### config.mk
export PLATFORM = sky130hd
export DESIGN_NAME = breakpoint_address_table
export DESIGN_NICKNAME = d
export VERILOG_FILES = /design/src/rtl/bat_pkg.sv /design/src/rtl/bat_table.sv /design/src/rtl/breakpoint_address_table.sv
export SDC_FILE = /design/constraint.sdc
export NUM_CORES = 1
export LEC_CHECK = 0
export ABC_AREA = 1
export BUFFER_PORTS_ARGS = -buffer_cell sky130_fd_sc_hd__buf_2
export CORE_UTILIZATION = 35
export CTS_BUF_LIST = sky130_fd_sc_hd__clkbuf_8 sky130_fd_sc_hd__clkbuf_16
export CTS_CLUSTER_DIAMETER = 100
export DETAILED_ROUTE_END_ITERATION = 7
export HOLD_SLACK_MARGIN = 0.08
export PLACE_DENSITY_LB_ADDON = 0.08
export SKIP_CTS_REPAIR_TIMING = 1
export SYNTH_ARGS = -nofsm -noshare
export SYNTH_HDL_FRONTEND = slang
export SYNTH_SLANG_ARGS = --single-unit
### constraint.sdc
create_clock -name aclk -period 9 [get_ports aclk]
set_input_delay 0.9 -clock aclk [delete_from_list [all_inputs] [get_ports aclk]]
set_output_delay 0.9 -clock aclk [all_outputs]
set_load 0.01 [all_outputs]
### src/rtl/bat_pkg.sv
// Shared constants, command and status codes, and word types for the breakpoint table.
package bat_pkg;

    localparam int ENTRIES = 20;
    localparam int SLOT_W  = (ENTRIES > 1) ? $clog2(ENTRIES) : 1;
    localparam int IDX_W   = 6;

    localparam logic [1:0] CMD_SET       = 2'd0;
    localparam logic [1:0] CMD_CLEAR     = 2'd1;
    localparam logic [1:0] CMD_LOOKUP    = 2'd2;
    localparam logic [1:0] CMD_CLEAR_ALL = 2'd3;

    localparam logic [1:0] ST_OK        = 2'd0;
    localparam logic [1:0] ST_FULL      = 2'd1;
    localparam logic [1:0] ST_NOT_FOUND = 2'd2;

    typedef struct packed {
        logic [1:0]  cmd;
        logic [15:0] seg_selector;
        logic [31:0] code_offset;
    } bat_in_t;

    typedef struct packed {
        logic [1:0]       status;
        logic             hit;
        logic [IDX_W-1:0] entry_index;
    } bat_out_t;

endpackage

### src/rtl/bat_table.sv
// Breakpoint entry storage with parallel comparators and lowest-index selection.
module bat_table (
    input  logic              aclk,
    input  logic              aresetn,
    input  logic              op_en,
    input  bat_pkg::bat_in_t  op_word,
    output bat_pkg::bat_out_t op_result
);
    import bat_pkg::*;

    logic [ENTRIES-1:0] valid_reg;
    logic [ENTRIES-1:0] valid_next;
    logic [15:0]        sel_reg [ENTRIES];
    logic [31:0]        off_reg [ENTRIES];

    logic [ENTRIES-1:0] free_vec;
    logic [ENTRIES-1:0] clr_match;
    logic [ENTRIES-1:0] off_match;
    logic [ENTRIES-1:0] free_oh;
    logic [ENTRIES-1:0] clr_oh;
    logic [ENTRIES-1:0] off_oh;

    function automatic logic [SLOT_W-1:0] oh_to_slot(input logic [ENTRIES-1:0] oh);
        logic [SLOT_W-1:0] slot;
        slot = '0;
        for (int i = 0; i < ENTRIES; i++) begin
            if (oh[i]) begin
                slot = slot | SLOT_W'(i);
            end
        end
        return slot;
    endfunction

    // Compare every entry at once.
    always_comb begin
        for (int i = 0; i < ENTRIES; i++) begin
            free_vec[i]  = !valid_reg[i];
            off_match[i] = valid_reg[i] && (off_reg[i] == op_word.code_offset);
            clr_match[i] = off_match[i] && (sel_reg[i] == op_word.seg_selector);
        end
    end

    // Isolate the lowest set bit of each vector.
    assign free_oh = free_vec  & (~free_vec  + ENTRIES'(1));
    assign clr_oh  = clr_match & (~clr_match + ENTRIES'(1));
    assign off_oh  = off_match & (~off_match + ENTRIES'(1));

    always_comb begin
        valid_next            = valid_reg;
        op_result.status      = ST_OK;
        op_result.hit         = 1'b0;
        op_result.entry_index = '0;
        unique case (op_word.cmd)
            CMD_SET: begin
                if (|free_vec) begin
                    valid_next            = valid_reg | free_oh;
                    op_result.entry_index = IDX_W'(oh_to_slot(free_oh));
                end else begin
                    op_result.status = ST_FULL;
                end
            end
            CMD_CLEAR: begin
                if (|clr_match) begin
                    valid_next            = valid_reg & ~clr_oh;
                    op_result.entry_index = IDX_W'(oh_to_slot(clr_oh));
                end else begin
                    op_result.status = ST_NOT_FOUND;
                end
            end
            CMD_LOOKUP: begin
                if (|off_match) begin
                    op_result.hit         = 1'b1;
                    op_result.entry_index = IDX_W'(oh_to_slot(off_oh));
                end
            end
            default: begin
                valid_next = '0;
            end
        endcase
    end

    always_ff @(posedge aclk) begin
        if (!aresetn) begin
            valid_reg <= '0;
        end else if (op_en) begin
            valid_reg <= valid_next;
        end
    end

    always_ff @(posedge aclk) begin
        for (int i = 0; i < ENTRIES; i++) begin
            if (op_en && op_word.cmd == CMD_SET && free_oh[i]) begin
                sel_reg[i] <= op_word.seg_selector;
                off_reg[i] <= op_word.code_offset;
            end
        end
    end

    a_set_takes_one: assert property (@(posedge aclk) disable iff (!aresetn)
        (op_en && op_word.cmd == CMD_SET && (|free_vec))
        |=> ($countones(valid_reg) == $past($countones(valid_reg)) + 1))
        else $error("set did not take exactly one entry");

    a_clear_frees_one: assert property (@(posedge aclk) disable iff (!aresetn)
        (op_en && op_word.cmd == CMD_CLEAR && (|clr_match))
        |=> ($countones(valid_reg) + 1 == $past($countones(valid_reg))))
        else $error("clear did not free exactly one entry");

    a_clear_all_empties: assert property (@(posedge aclk) disable iff (!aresetn)
        (op_en && op_word.cmd == CMD_CLEAR_ALL) |=> (valid_reg == '0))
        else $error("clear all left valid entries");

    a_lookup_keeps_table: assert property (@(posedge aclk) disable iff (!aresetn)
        (op_en && op_word.cmd == CMD_LOOKUP) |=> $stable(valid_reg))
        else $error("lookup changed the valid marks");

    a_hit_only_lookup: assert property (@(posedge aclk) disable iff (!aresetn)
        op_result.hit |-> (op_word.cmd == CMD_LOOKUP && op_result.status == ST_OK))
        else $error("hit raised outside a lookup");

endmodule

### src/rtl/breakpoint_address_table.sv
// Top level of the breakpoint address table: input register, table pass, result register.
//
// Usage:
//   The s_ channel carries one command word (cmd, seg_selector, code_offset) per
//   handshake; the m_ channel returns exactly one result word (status, hit,
//   entry_index) per command, in command order.
//   Commands: set takes the lowest free entry, clear frees the lowest entry whose
//   selector and offset both match, lookup matches the offset alone and reports
//   the lowest valid index, clear all frees every entry.
//   Path: an accepted word is held in the input register, passes through the
//   table comparators and is written to the result register when it advances,
//   which waits while the result register is full and m_ready is low.
//   Throughput: one word per cycle while m_ready stays high; the table pass is
//   combinational parallel compares and lowest-index selection, so each command
//   sees the table left by the one before it.
//   Reset: all valid marks clear, both registers empty; stored selectors and
//   offsets are not cleared and are never compared while their entry is free.
//   Stall: while m_ready is low the result word holds; the input register then
//   fills and s_ready drops until the result is taken.
module breakpoint_address_table (
    input  logic              aclk,
    input  logic              aresetn,
    input  logic              s_valid,
    output logic              s_ready,
    input  bat_pkg::bat_in_t  s_data,
    output logic              m_valid,
    input  logic              m_ready,
    output bat_pkg::bat_out_t m_data
);
    import bat_pkg::*;

    logic     in_valid_reg;
    bat_in_t  in_word_reg;
    logic     out_valid_reg;
    bat_out_t out_word_reg;
    bat_out_t table_result;
    logic     advance;

    // Advance the held command when the result slot is free or being drained.
    assign advance = in_valid_reg && (!out_valid_reg || m_ready);
    assign s_ready = !in_valid_reg || advance;

    always_ff @(posedge aclk) begin
        if (!aresetn) begin
            in_valid_reg <= 1'b0;
        end else if (s_ready) begin
            in_valid_reg <= s_valid;
        end
    end

    // Hold the payload; load only on acceptance.
    always_ff @(posedge aclk) begin
        if (s_valid && s_ready) begin
            in_word_reg <= s_data;
        end
    end

    bat_table u_table (
        .aclk      (aclk),
        .aresetn   (aresetn),
        .op_en     (advance),
        .op_word   (in_word_reg),
        .op_result (table_result)
    );

    always_ff @(posedge aclk) begin
        if (!aresetn) begin
            out_valid_reg <= 1'b0;
        end else if (advance) begin
            out_valid_reg <= 1'b1;
        end else if (m_ready) begin
            out_valid_reg <= 1'b0;
        end
    end

    always_ff @(posedge aclk) begin
        if (advance) begin
            out_word_reg <= table_result;
        end
    end

    assign m_valid = out_valid_reg;
    assign m_data  = out_word_reg;

endmodule

Yosys cells after proc, flatten, opt, wreduce, memory -nomap -nowiden --
Memory sizes are Yosys's and may differ from the RTL's. Cells that the tools add are included.
Word-level totals: bits in registers 81, bits in writable memories 960, bits of input ports 54, output and inout port bits 11, word-level logic and storage cells 430, memories 2
Memories:
- u_table.off_reg | depth 20, bits a word 32, rd ports 20, clocked after memory_dff 0, write ports 1, line bat_table.sv:14 | logic [31:0] off_reg [ENTRIES];
- u_table.sel_reg | depth 20, bits a word 16, rd ports 20, clocked after memory_dff 0, write ports 1, line bat_table.sv:13 | logic [15:0] sel_reg [ENTRIES];
Operators by class: add/sub/neg operators 3, equality and inequality tests 48, multiplexer cells 229, bitwise operators 9, reduce and logical (&&, ||, !) cells 130
Operator list (count):
- 32-bit equality test | 20
- 32-bit 2-to-1 mux | 19
- 32-bit OR reduction | 19
- 16-bit equality test | 20
- 16-bit 2-to-1 mux | 19
- 16-bit OR reduction | 19
- 5-bit 2-to-1 mux | 52
- 4-bit 2-to-1 mux | 24
- 1-bit 2-to-1 mux | 87
- 20-bit AND | 4
- 20-bit 2-to-1 mux | 4
- 20-bit inverter | 4
- 1-bit logical AND | 63
- 20-bit by 1-bit adder with 20-bit output, second input constant | 3
- 20-bit case mux with 3 select lines | 1
- 20-bit OR reduction | 3
- 3-bit 2-to-1 mux | 12
- 1-bit logical NOT | 22
- 20-bit bitwise OR | 1
- 6-bit case mux with 3 select lines | 1
- 2-bit 2-to-1 mux | 7
- 7-bit 2-to-1 mux | 2
- 3-bit by 2-bit != test with 1-bit output, second input constant | 2
- 2-bit by 1-bit != test with 1-bit output, second input constant | 2
- 8 further kinds | 9

Depth between registers and ports, before layout --
An unclocked memory read counts as a cell.
depth in word-level cells 28, gate-level depth with buffers 22, mapped depth without buffers 19

By module --
From an unflattened synthesis, not the netlist that was laid out.
Unflattened totals: cells, all modules 4242, area, all modules 47108.9 um^2
By module, submodules not included:
- bat_table | times used 1, cells an instance 4170, area each 45242.1 um^2, sequential area each 29228.0 um^2
- breakpoint_address_table | times used 1, cells an instance 72, area each 1866.8 um^2, sequential area each 1811.7 um^2

Least setup slack after synthesis --
OpenSTA, ideal clock, no wires.
path type in2reg, start point in m_ready, end point mem u_table.off_reg[13][0] (enable), setup time 0.573 ns, data arrival time 6.441 ns, data required time 8.427 ns, path slack 1.986 ns, stages on the path 5, cell sequence inv_1 > a21oi_1 > nand2_1 > clkbuf_1 > nor4_1
On the way: cells in the longest elaborated chain, start to end 26, elaborated cells between the ends (all ways) 120
Ends and longest elaborated chain:
- start: declaration | line breakpoint_address_table.sv:27 | input logic m_ready,
- 1-bit logical OR (*) | line breakpoint_address_table.sv:40 | assign advance = in_valid_reg && (!out_valid_reg || m_ready);
- 1-bit logical AND (*) | line breakpoint_address_table.sv:40
- named net advance | line breakpoint_address_table.sv:37 | logic advance;
- 1-bit logical AND (*) | line bat_table.sv:92 | if (op_en && op_word.cmd == CMD_SET && free_oh[i]) begin
- 1-bit logical AND | line bat_table.sv:92
- 1-bit 2-to-1 mux | line bat_table.sv:92
- 1-bit 2-to-1 mux (not written as such) | line bat_table.sv:94 | off_reg[i] <= op_word.code_offset;
- 32-bit OR reduction (no line)
- 5-bit 2-to-1 mux (no line) or 1-bit 2-to-1 mux (tied branches) (19 in series)
- end: declaration | line bat_table.sv:14
Mark *: on every way through the listed nets, which the timed path passes. The rest lies on a longest branch.

==> flow_summary.json <==
{
  "outcome": "complete, no violations",
  "ios": 65,
  "power.density_nw_per_um2": 198,
  "m1WireLength_um": 76800,
  "dr_total_vias": 31200,
  "clk_pin_slew_ns": 0.06,
  "yosys_warnings": 0,
  "layout_commonest_cell": "nand2_1",
  "leakagePower_nw": 19.1,
  "post_drt_wl_per_cell_um": 25.8,
  "cp_data_arrival_time_ns": 4.91,
  "synth_seq_cells": 1040,
  "grt_max_degree": 49,
  "period_needed_ns": 4.43,
  "antenna_left": 0,
  "placementRows": 134,
  "hold_path.class": "input port to flip-flop",
  "cp-end-kind": "flip-flop",
  "whs_path_depth": 1,
  "syn_area_per_cell_um2": 11.3,
  "crit_path_max_fanout": 35,
  "cts_root_buffer": "clkbuf_16",
  "route.met3.wl_um": 9280,
  "finalCritPeriodShare_pct": 49.2,
  "post_dp_cell_area_um2": 49500,
  "relSlewSlack_pct": 28.6,
  "fmax_mhz": 226,
  "hold_path_end": "in_word_reg[3]$_DFFE_PP_",
  "timing.hold.ws_ns": 0.320,
  "core_area_um2": 133000,
  "grt_antenna_before_repair": 8,
  "dp_hpwl_um": 98000,
  "drt_iter0_markers": 3164,
  "gp_congestion": 0.901,
  "tightest_slew_ns": 1.07,
  "yosysSeqAreaShare_pct": 65.8,
  "ir_worst_vdd_v": 0.000154,
  "cts-buffers-inserted": 117,
  "clock_latency_ns": 0.75,
  "reg2reg_depth": 17,
  "post_synth_main_area_contributors": "edfxtp_1, nand2_1, xnor2_1",
  "clock_skew_ns": 0.0375,
  "syn_nets": 4234,
  "synth_edf_count": 1018,
  "first_global_vias": 29300,
  "reg2reg_setup_slack_ns": 4.57,
  "drtPass1Iterations": 5,
  "required_ns": 9.48,
  "slew_violations": 0,
  "die_area_um2": 136000,
  "final_cell_mix": "nand2_1, edfxtp_1, nor2_1",
  "cts.sinks": 1040,
  "grt-ovfl-total": 0,
  "synthCells": 4180,
  "netlist_area_um2": 47100,
  "fin_nets": 4374,
  "ys_types": 61,
  "drive_above_1_share_pct": 11.0,
  "stdcell_area_um2": 53100,
  "die_x_um": 369,
  "timing.rr.start": "in_word_reg[17]$_DFFE_PP_",
  "drv_cap": 0,
  "start_util_pct": 35.3,
  "largest_register_ffs": 640,
  "routed_wl_um": 159000,
  "synth-async-reset-ratio_pct": 0,
  "remaining_drc_errors": 0,
  "yosys_most_used_dff": "edfxtp_1",
  "met2_length_um": 70200,
  "startpoint_type": "flip-flop",
  "synth_top_area_cell": "edfxtp_1",
  "finalHoldViolCount": 0,
  "routed.top_layer": "met5",
  "worstHoldStart": "s_data[3]",
  "h-tree-depth": 3,
  "cts_tree": "built",
  "portBuffers": 63,
  "final_core_util_pct": 39.8,
  "p_total_mw": 10.5,
  "dieHeight_um": 369,
  "rsz0062_at_grt": "false",
  "area_delta_synth_final_pct": 12.7,
  "setup_tns_ns": 0,
  "grt_pass1_wl_um": 224000,
  "grt_use_total_pct": 23.3,
  "via_per_inst": 5.05,
  "finalSetupViolations": 0,
  "path_class": "flip-flop to flip-flop",
  "ctsLongestPathBuffers": 3,
  "r2r_end": "m_data[1]$_DFFE_PP_",
  "nFillCells": 12900,
  "synth_top_area_share_pct": 64.9
}
## power breakdown
part	total, mW	internal, mW	switching (mW)
sequential	5.36	5.34	0.0132
combinational	0.649	0.163	0.486
clock	4.53	2.51	2.01
## logic make-up (layout without fill, tap and decap cells)
group / Yosys count / count (layout) / share of synthesized area, %
flip-flops: 1040 / 1040 / 65.8
buffers and inverters: 434 / 663 / 4.49
XOR/XNOR: 402 / 402 / 7.47
AO/OA/AOI/OAI: 382 / 382 / 4.61
AND/OR/NAND/NOR: 1921 / 1921 / 17.6
other: 1 / 3 / 0.00796
## metal layers
metal / GRT usage [%] / up-vias
li1: - / 14500
met1: 35.0 / 15500
met2: 35.5 / 957
met3: 2.96 / 159
met4: 5.32 / 2
met5: 0 / -
## worst max-delay path, cell delays in order (launching register included)
cell and delay (ns):
edfxtp_1 0.35, buf_4 0.31, inv_2 0.85, o22ai_1 0.19, nor2_1 0.23, nand3_1 0.11
nor2_1 0.65, nand2_1 0.30, nand3_1 0.19, inv_1 0.07, nand2_1 0.11, nor2_1 0.08
a21oi_1 0.19, nand3_1 0.10, nor2_1 0.11, nand2_1 0.08, a21oi_1 0.15, nand2_1 0.06
## worst max-delay path by stage
stage | slack [ns] | from | cells after the start | endpoint
2_1_floorplan | 1.99 | m_ready | 5 | u_table.off_reg[13][0]$_DFFE_PP_
3_3_place_gp | 4.78 | in_word_reg[17]$_DFFE_PP_ | 17 | m_data[1]$_DFFE_PP_
3_5_place_dp | 4.81 | in_word_reg[17]$_DFFE_PP_ | 19 | m_data[1]$_DFFE_PP_
4_1_cts | 4.77 | in_word_reg[17]$_DFFE_PP_ | 19 | m_data[1]$_DFFE_PP_
5_1_grt | 4.43 | in_word_reg[19]$_DFFE_PP_ | 21 | m_data[0]$_DFFE_PP_
6_report | 4.57 | in_word_reg[17]$_DFFE_PP_ | 17 | m_data[1]$_DFFE_PP_
## synthesized netlist by cell type (4+ instances only)
master     count
nor3b_1        5
or2_1         13
nand4_1       79
dfxtp_1       22
nand2_1     1030
buf_6         26
xor2_1       155
or2_0         22
nand2_4        7
nand3_1      127
nor2_1       456
nor3_1        55
buf_4         60
a22o_1         9
nor2_4         7
nor4_1        13
edfxtp_1    1018
nor2_2         7
buf_2         49
o211ai_1       9
inv_2         39
o22ai_2        4
nand3b_1      15
nand3_2       11
o2111ai_1      4
nor3_2         4
or2_2         48
o22ai_1       75
o21ai_0      187
o21ai_1       32
nand2_2        9
inv_1        249
clkbuf_1       7
xnor2_1      247
a21oi_1       43
## per-stage QoR
stage	cells	setup slack, ns
finish	6179	4.57
global route	6177	4.43
CTS	6177	4.77
detailed placement	5969	4.81
global placement	5969	4.78
floorplan	4180	1.99
## final cells by class
class	count	area [µm²]	area share (%)
flip-flops and latches	1040	31000	58.4
multi-input cells	2706	14100	26.6
clock buffers	117	2930	5.52
well taps	1768	2210	4.17
inverters	291	1100	2.07
repair buffers	164	1070	2.02
clock inverters	91	628	1.18
diodes	2	5.00	0.00943
Power figures use the tool's default switching activity.
